[config.mk]
export PLATFORM = sky130hd
export DESIGN_NAME = salc_row_ram
export DESIGN_NICKNAME = d
export VERILOG_FILES = /design/src/hdl/salc_row_ram.sv
export SDC_FILE = /design/constraint.sdc
export NUM_CORES = 1
export LEC_CHECK = 0
export BUFFER_PORTS_ARGS = -buffer_cell sky130_fd_sc_hd__buf_2
export CAP_MARGIN = 0
export CORE_MARGIN = 1
export CORE_UTILIZATION = 45
export CTS_CLUSTER_DIAMETER = 60
export DETAILED_ROUTE_END_ITERATION = 8
export PLACE_DENSITY_LB_ADDON = 0.1
export SETUP_SLACK_MARGIN = 0.2
export SLEW_MARGIN = 10
export SYNTH_ARGS = -nofsm -noshare
export SYNTH_HDL_FRONTEND = slang
export SYNTH_SLANG_ARGS = --single-unit
[constraint.sdc]
create_clock -name clk -period 2.6 [get_ports clk]
set_input_delay 0.39 -clock clk [delete_from_list [all_inputs] [get_ports clk]]
set_output_delay 0.39 -clock clk [all_outputs]
set_load 0.02 [all_outputs]
[src/hdl/salc_row_ram.sv]
// salc_row_ram: single-port-write, single-port-read synchronous RAM, registered read.
// No dependencies.
`timescale 1ns / 1ps

module salc_row_ram #(
  parameter int ADDR_W = 6,
  parameter int DATA_W = 8
) (
  input  logic              clk,
  input  logic              wr_en,
  input  logic [ADDR_W-1:0] wr_addr,
  input  logic [DATA_W-1:0] wr_data,
  input  logic              rd_en,
  input  logic [ADDR_W-1:0] rd_addr,
  output logic [DATA_W-1:0] rd_data
);

  logic [DATA_W-1:0] mem [2**ADDR_W];

  always_ff @(posedge clk) begin
    if (wr_en) begin
      mem[wr_addr] <= wr_data;
    end
  end

  always_ff @(posedge clk) begin
    if (rd_en) begin
      rd_data <= mem[rd_addr];
    end
  end

endmodule

==> flow_metrics.tcl <==
set metrics [dict create \
    grt_pass1_wl_microns 70810 \
    critPathBufInv 4 \
    netlist.area_leader.share_pct 77.12 \
    top_usage_layer "met2" \
    regArea_sq_um 15620 \
    vias 9919 \
    synth-seq-cells 520 \
    synthArstFlopShare_pct 0 \
    ys.flop_type "edfxtp_1" \
    irDropWorstVdd_mv 0.4479 \
    path_max_fanout 13 \
    fill_cells 3551 \
    cp_num_cells 7 \
    grt_max_degree 65 \
    seqPwrFrac_pct 53.5 \
    yosysSeqAreaShare_pct 77.12 \
    path_class "in -> reg" \
    drive_gt1_share_pct 32.93 \
    arrival_ns 2.68 \
    port_buffers 30 \
    setup-tns-final_ns 0 \
    relSlewSlack_pct 37.41 \
    post_cts_buffers 0 \
    clkPwrFrac_pct 41.0 \
    hp-class "in -> reg" \
    worstMarginPinSlew_ns 0.9152 \
    ctsRootBufferMaster "clkbuf_16" \
    avgSynthCellArea_sq_um 21.54 \
    cts_buffer_depth 3 \
    cts_hold_buf 0 \
    critical_path.endpoint_type "register" \
    rows 77 \
    ys_types 39 \
    initial_utilization_pct 45.69 \
    cellPowerDensity_nw_per_um2 734.6 \
    die_w_microns 214.1 \
    skew_ns 0.01130 \
    cap_violations 0 \
    syn_nets 963 \
    synth_edf_count 520 \
    p_total_mw 17.42 \
    dieHeight_microns 214.1 \
    crit_top_cell "buf_4" \
    dieArea_sq_um 45850 \
    clk_pin_slew_ns 0.06 \
    syn_to_final_growth_pct 17.14 \
    worstSetupStartpointType "input port" \
    avgViaCountPerCell 5.655 \
    wl_microns 47770 \
    status "finished, final reports clean" \
    grt_pass1_vias 10390 \
    finalCritPeriodShare_pct 90.36 \
    antenna_found_initial 4 \
    ys_warn_count 0 \
    hpwl_microns 30970 \
    cts.sinks 520 \
    syn_inst 940 \
    crit_path_start "rd_addr[0]" \
    ioPinCount 31 \
    synthTopCellsByArea "edfxtp_1, mux4_2, nor2_1, mux2i_1, mux2_2" \
    core_area_sq_um 44320 \
    final_nets 1141 \
    finalSetupViolCount 0 \
    fin_crit_ns 2.349 \
    detail_route.wl_per_cell_microns 27.24 \
    grt_setup_unrepaired "no" \
    grtUsageTotal_pct 21.54 \
    slowest_delay_ns 0.85 \
    slew_violations 0 \
    r2r-end "rd_data[5]" \
    place_congestion 0.8164 \
    drc 0 \
    final_common_cell "edfxtp_1" \
    report.final.hold_viol_count 0 \
    path_cells "clkbuf_8 -> buf_12 -> buf_4 -> mux4_2 -> a2111oi_0 -> buf_4 -> o41ai_1" \
    power.internal_mw 13.76 \
    switching_share_pct 21.01 \
    r2r_slack_ns 0.28 \
    use_met3_pct 5.021 \
    p_comb_share_pct 5.5 \
    numCtsBuffers 55 \
    ant_nets 0 \
    setup_slack_ns 0.2506 \
    netSwitchingPower_mw 3.661 \
    grt_overflow 0 \
    drt_iter0_drc 813 \
    cts_tree "done" \
    synth_largest_area_cell "edfxtp_1" \
    final_cell_mix "edfxtp_1, buf_4, mux4_2" \
    worstPathRequired_ns 2.93 \
    leakage_nw 7.679 \
    cp_top_family "compound AO/OA/AOI/OAI gates" \
    whs_path_depth 1 \
    synth_area_sq_um 20250 \
    reg2reg_depth 5 \
    grtUsageMet2_pct 34.48 \
    clk_latency_ns 0.60 \
    h-tree-depth 2 \
    r2r_start "mem[2][5]" \
    drt-pass1-iter-count 5 \
    cp_slowest_cell "a2111oi_0" \
    place_ws_ns -0.3142 \
    post_cts_resized 1 \
    clock.fmax_ghz 0.4256 \
    multi_input_area_sq_um 4317 \
    critical_path.endpoint "rd_data[5]" \
    grtUsageMet1_pct 30.13 \
]
## flip-flops by register name (all words and copies together) (netlist names)
signal / count
mem: 512
rd_data: 8
## how the worst min path moves through the flow
stage,from,to,slack (ns)
2_1_floorplan,wr_data[0],mem[0][0],0.49
3_3_place_gp,rd_en,rd_data[5],0.81
3_5_place_dp,rd_en,rd_data[5],0.80
4_1_cts,rd_en,rd_data[7],0.17
5_1_grt,rd_en,rd_data[7],0.16
6_report,rd_en,rd_data[7],0.19
## power by group through the flow
| stage | clock network [mW] | registers [mW] | logic, mW |
|---|---|---|---|
| floorplan | 0 | 9.50 | 0.495 |
| global route | 7.61 | 9.32 | 1.02 |
| global placement | 0 | 9.50 | 0.967 |
| finish | 7.14 | 9.32 | 0.956 |
| CTS | 7.32 | 9.32 | 0.976 |
| detailed placement | 0 | 9.50 | 0.973 |
## metal layers
| layer | vias up | routed length (microns) | share of wire, % |
|---|---|---|---|
| met3 | 69 | 2821 | 5.9 |
| li1 | 4308 | - | - |
| met2 | 248 | 23020 | 48 |
| met1 | 5290 | 20900 | 44 |
| met4 | 4 | 1014 | 2.1 |
| met5 | - | 19 | 0.040 |
## kinds of logic (layout without fill, tap and decap cells)
| kind of cell | count (synthesis) | in the layout | synth area share, % |
|---|---|---|---|
| compound gates | 54 | 54 | 2.064 |
| buf+inv | 51 | 271 | 1.563 |
| flops | 520 | 520 | 77.12 |
| mux | 162 | 162 | 15.88 |
| other cells | 0 | 2 | 0 |
| simple gates | 153 | 153 | 3.374 |
## area by class of cell
type,count,area share (%)
flip-flops and latches,520,65.84
multi-input cells,369,18.20
clock buffers,70,6.220
repair buffers,172,5.925
well taps,592,3.123
clock inverters,29,0.6700
diodes,2,0.02110
## cell usage after synthesis (3+ instances only)
master	instances
nand2b_1	7
nand2_1	19
a211oi_1	4
o221ai_1	8
o2bb2ai_1	3
edfxtp_1	520
nor3_1	7
clkbuf_1	17
mux2i_1	23
nor2b_1	14
o22ai_1	8
a22oi_1	3
mux2_2	13
nand3_1	13
a21oi_1	3
buf_4	13
buf_1	4
mux4_2	126
a221oi_1	6
o2111ai_1	3
nand3b_1	3
buf_2	11
nor2_1	83
buf_6	4
## per-stage QoR
stage	utilization, %	hold WS, ns	cell area (sq um)	instances
3_5_place_dp	49.81	0.8008	22080	1653
6_report	53.52	0.1905	23720	1754
3_3_place_gp	49.81	0.8107	22080	1653
5_1_grt	53.50	0.1640	23710	1752
2_1_floorplan	-	0.4889	20250	940
4_1_cts	53.50	0.1720	23710	1752
Note: power is estimated with default switching activity, not from simulation.
