<file path="src/hdl/salc_pkg.sv">
// salc_pkg: shared constants, codes and types for the set-associative LRU tracker.
// No dependencies.
`timescale 1ns / 1ps

package salc_pkg;

  localparam int MAX_SET_BITS = 6;
  localparam int MAX_WAYS     = 8;
  localparam int ADDR_BITS    = 48;

  localparam int SET_COUNT  = 1 << MAX_SET_BITS;
  localparam int SET_W      = MAX_SET_BITS;
  localparam int WAY_IDX_W  = (MAX_WAYS > 1) ? $clog2(MAX_WAYS) : 1;
  localparam int WAY_CNT_W  = $clog2(MAX_WAYS + 1);
  localparam int AGE_W      = WAY_IDX_W;
  localparam int RANK_W     = WAY_CNT_W;
  localparam int CNT_W      = 32;

  localparam int SB_W       = 3;
  localparam int BB_W       = 4;
  localparam int WAYS_W     = 4;
  localparam int CFG_W      = 4;
  localparam int CFG_IDX_W  = 2;
  localparam int SHIFT_W    = 5;
  localparam int REQ_W      = 2;

  localparam logic [CFG_IDX_W-1:0] CFG_SET_BITS   = 2'd0;
  localparam logic [CFG_IDX_W-1:0] CFG_BLOCK_BITS = 2'd1;
  localparam logic [CFG_IDX_W-1:0] CFG_WAYS       = 2'd2;

  localparam logic [REQ_W-1:0] REQ_LOAD   = 2'd0;
  localparam logic [REQ_W-1:0] REQ_STORE  = 2'd1;
  localparam logic [REQ_W-1:0] REQ_MODIFY = 2'd2;

  localparam logic [SB_W-1:0]   SET_BITS_RST   = 3'd1;
  localparam logic [BB_W-1:0]   BLOCK_BITS_RST = 4'd4;
  localparam logic [WAYS_W-1:0] WAYS_RST       = 4'd1;

  typedef enum logic {
    ST_IDLE,
    ST_LOOK
  } state_t;

  typedef struct packed {
    logic [MAX_WAYS-1:0]                valid;
    logic [MAX_WAYS-1:0][ADDR_BITS-1:0] tag;
    logic [MAX_WAYS-1:0][AGE_W-1:0]     age;
  } row_t;

  localparam int ROW_W = $bits(row_t);

  typedef struct packed {
    logic hit;
    logic evict;
    row_t new_row;
  } lk_res_t;

endpackage

</file>
<file path="src/hdl/salc_lookup.sv">
// salc_lookup: tag compare, victim choice and LRU rank update for one set row.
// Depends on salc_pkg.
`timescale 1ns / 1ps

module salc_lookup (
  input  salc_pkg::row_t                       row_i,
  input  logic [salc_pkg::ADDR_BITS-1:0]       tag_i,
  input  logic [salc_pkg::WAY_CNT_W-1:0]       nw_i,
  output salc_pkg::lk_res_t                    res_o
);
  import salc_pkg::*;

  logic [MAX_WAYS-1:0]  used;
  logic [MAX_WAYS-1:0]  match;
  logic [MAX_WAYS-1:0]  empty;
  logic [WAY_IDX_W-1:0] hit_way;
  logic [WAY_IDX_W-1:0] free_way;
  logic [WAY_IDX_W-1:0] old_way;
  logic [WAY_IDX_W-1:0] sel_way;
  logic [RANK_W-1:0]    old_rank;
  logic                 hit;
  logic                 has_free;
  row_t                 nrow;

  always_comb begin
    for (int w = 0; w < MAX_WAYS; w++) begin
      used[w]  = WAY_CNT_W'(w) < nw_i;
      match[w] = used[w] && row_i.valid[w] && (row_i.tag[w] == tag_i);
      empty[w] = used[w] && !row_i.valid[w];
    end

    hit_way  = '0;
    free_way = '0;
    for (int w = MAX_WAYS - 1; w >= 0; w--) begin
      if (match[w]) begin
        hit_way = WAY_IDX_W'(w);
      end
      if (empty[w]) begin
        free_way = WAY_IDX_W'(w);
      end
    end

    // oldest valid way, lowest index on a tie
    old_way = '0;
    for (int w = 0; w < MAX_WAYS; w++) begin
      if (used[w] && row_i.valid[w] &&
          ((row_i.age[w] > row_i.age[old_way]) || !row_i.valid[old_way])) begin
        old_way = WAY_IDX_W'(w);
      end
    end

    hit      = |match;
    has_free = |empty;

    if (hit) begin
      sel_way  = hit_way;
      old_rank = RANK_W'(row_i.age[hit_way]);
    end else if (has_free) begin
      sel_way  = free_way;
      old_rank = RANK_W'(MAX_WAYS);
    end else begin
      sel_way  = old_way;
      old_rank = RANK_W'(row_i.age[old_way]);
    end

    nrow = row_i;
    if (!hit) begin
      nrow.valid[sel_way] = 1'b1;
      nrow.tag[sel_way]   = tag_i;
    end
    for (int k = 0; k < MAX_WAYS; k++) begin
      if (used[k] && (WAY_IDX_W'(k) != sel_way) && row_i.valid[k] &&
          (RANK_W'(row_i.age[k]) < old_rank) &&
          (row_i.age[k] != AGE_W'(MAX_WAYS - 1))) begin
        nrow.age[k] = row_i.age[k] + AGE_W'(1);
      end
    end
    nrow.age[sel_way] = '0;

    res_o.hit     = hit;
    res_o.evict   = !hit && !has_free;
    res_o.new_row = nrow;
  end

endmodule

</file>
<file path="config.mk">
export PLATFORM = sky130hd
export DESIGN_NAME = salc_lookup
export DESIGN_NICKNAME = d
export VERILOG_FILES = /design/src/hdl/salc_pkg.sv /design/src/hdl/salc_lookup.sv
export SDC_FILE = /design/constraint.sdc
export NUM_CORES = 1
export LEC_CHECK = 0
export BUFFER_PORTS_ARGS = -buffer_cell sky130_fd_sc_hd__buf_4
export CORE_AREA = 5 5 345 347
export DETAILED_ROUTE_END_ITERATION = 10
export DIE_AREA = 0 0 350 352
export PLACE_DENSITY = 0.43
export SLEW_MARGIN = 30
export SYNTH_ARGS = -nofsm -noshare
export SYNTH_HDL_FRONTEND = slang
export SYNTH_SLANG_ARGS = --single-unit
</file>
<file path="constraint.sdc">
create_clock -name vclk -period 11.95
set_input_delay 0.5975 -clock vclk [all_inputs]
set_output_delay 0.5975 -clock vclk [all_outputs]
set_load 0.05 [all_outputs]
</file>
==> flow_summary.yaml <==
run_status:
  status: "finished clean"
cts:
  postCtsHoldBufs: 0
timing:
  period_share_pct: 99.7
  setup_violations: 0
  timing.fmax_mhz: 84.0
  fin_crit_ns: 11.91
  finalHoldViolCount: 0
  drv_slew: 0
  relSlewSlack_pct: 24.6
  rsz0062_at_grt: "true"
  fin_ws_ns: 0.0391
  tightestPinTransition_ns: 1.13
cells_and_area:
  multi_input_area_sq_um: 13900
  fillers: 12900
  layout-drive-gt1-share_pct: 60.9
  ff_latch_area_sq_um: 0
  area_growth_pct: 93.7
  postLayoutCoreUtil_pct: 22.7
  final_cells: 4272
  finalInstanceArea_sq_um: 26300
  clock_buffer_count: 0
  seq_cells: 0
  final_net_count: 3228
logic_synthesis:
  yosys.area_share.xor_xnor_pct: 24.7
  muxShareOfSynthArea_pct: 34.7
  synth_most_common_cell: "mux2_2"
  ys_seq_area_share_pct: 0
  syn_avg_cell_area_sq_um: 7.92
  synth_cell_type_count: 80
  yosysWarnings: 0
  synthCells: 1713
  synth_nets: 2226
  yosys-top-cells-count: "mux2_2 (300), xor2_1 (196), xnor2_1 (186)"
  synth.area.top_cells: "mux2_2 (25%), xor2_1 (13%), xnor2_1 (12%)"
  synthSimpleGateAreaFrac_pct: 19.9
  synthAdderAreaFrac_pct: 4.48
  synth-compound-area-share_pct: 10.7
  synth_top_family_by_area: "multiplexers"
  yosysTopAreaCell: "mux2_2"
  syn_area_sq_um: 13600
  synthDominantCellAreaShare_pct: 24.9
drt:
  drt_iter0_markers: 2053
  wl_per_cell_um: 38.4
  first_pass_iters: 6
  avgViaCountPerCell: 4.69
  drc: 0
  vias: 20000
  routed_wl_um: 164000
  ant_nets: 0
floorplanning:
  die_area_sq_um: 123000
  num_rows: 125
  ios: 886
  die_x_um: 350
  initial_utilization_pct: 11.7
  die_y_um: 352
  coreArea_sq_um: 116000
worst_setup_path:
  worstPathRequired_ns: 11.35
  worstPathMaxFanout: 7
  startpoint: "row_i[3]"
  crit_path_end: "res_o[183]"
  crit_arrival_ns: 11.31
  cp_slowest_cell: "or3_4"
  endpoint_kind: "output pin"
  cpPeakStageDelay_ns: 0.41
  path_class: "in -> out"
  start_kind: "primary input"
placement:
  place.detailed.hpwl_um: 137000
  gp_congestion: 0.974
  place_inst: 4174
  pre_cts_ws_ns: -0.687
  portBuffers: 886
  placed_cell_area_sq_um: 23500
global_route:
  globalRouteTotalUtil_pct: 24.4
  antenna_found_initial: 59
  grt_pass1_wl_um: 201000
  grt_pass1_vias: 19700
  grt_max_degree: 50
  grt-ovfl-total: 0
hold_path:
  hp-class: "in -> out"
flow_run:
  drv_cap: 0
==> worst min-delay path by stage <==
stage / startpoint / to / slack, ns / depth (start not counted)
4_1_cts: row_i[201] / res_o[201] / 1.58 / 3
3_3_place_gp: row_i[146] / res_o[146] / 1.59 / 3
2_1_floorplan: row_i[15] / res_o[15] / 1.32 / 1
6_report: row_i[21] / res_o[21] / 1.56 / 3
5_1_grt: row_i[21] / res_o[21] / 1.57 / 3
3_5_place_dp: row_i[147] / res_o[147] / 1.59 / 3
==> metal layers <==
metal	GRT usage [%]	up-vias	part of all wire (%)
met5	0	-	0.14
met4	7.78	38	4.2
met3	8.30	276	11
met2	38.2	1393	43
met1	31.3	9926	41
li1	-	8388	-
==> what timing repair did <==
action | CTS | global route
hold endpoints to repair | 0 | 0
pin swaps | 41 | 41
gates cloned | 1 | 14
gates resized for setup | 99 | 419
setup endpoints to repair | 416 | 416
buffers inserted | 21 | 30
==> cell type report <==
cell class / instances / area share, %
Timing Repair Buffer: 1153 / 39.0
Antenna cell: 35 / 0.333
Tap cell: 1524 / 7.26
Inverter: 28 / 0.433
Multi-Input combinational cell: 1532 / 53.0
==> cells by family (layout without fill, tap and decap cells) <==
family,after synthesis,count (layout)
compound gates,198,198
xor+xnor,382,382
fa+ha+maj,49,49
buf+inv,181,1181
mux,418,418
other cells,0,35
simple gates,485,485
==> stage by stage <==
| step | TNS [ns] | hold WS (ns) |
|---|---|---|
| 2_1_floorplan | 0 | 1.32 |
| 3_3_place_gp | -131.83 | 1.59 |
| 3_5_place_dp | -190.97 | 1.59 |
| 4_1_cts | -0.0319 | 1.58 |
| 5_1_grt | -131.72 | 1.57 |
| 6_report | 0 | 1.56 |
==> cell usage in the layout, fill, tap and decap left out, types with 10 or more instances in the layout <==
cell type | synthesis | layout
buf_4 | 10 | 906
mux2_2 | 300 | 270
xor2_1 | 196 | 196
xnor2_1 | 186 | 182
buf_6 | 1 | 144
nor4_1 | 113 | 109
nand4_1 | 108 | 108
mux2_4 | 0 | 89
nand2_1 | 72 | 59
buf_8 | 0 | 59
nor2_1 | 58 | 47
mux2_1 | 97 | 38
diode_2 | 0 | 35
buf_12 | 0 | 33
ha_1 | 45 | 32
a21oi_1 | 35 | 29
inv_1 | 28 | 25
nor3_1 | 25 | 23
o21ai_0 | 35 | 23
nand3_1 | 22 | 22
nor2b_1 | 22 | 22
o21a_1 | 15 | 14
nand2b_1 | 13 | 13
o21ai_2 | 0 | 12
ha_4 | 0 | 12
clkbuf_16 | 0 | 11
mux2i_1 | 19 | 10
a21o_1 | 10 | 10
==> worst max-delay path, delay by kind of cell <==
kind                     cells  cell delay (ns)
AO/OA/AOI/OAI               25             4.63
AND/OR/NAND/NOR             15             2.22
adder cells (fa/ha/maj)      7             1.80
buffers and inverters        9             1.21
multiplexers                 3             0.80
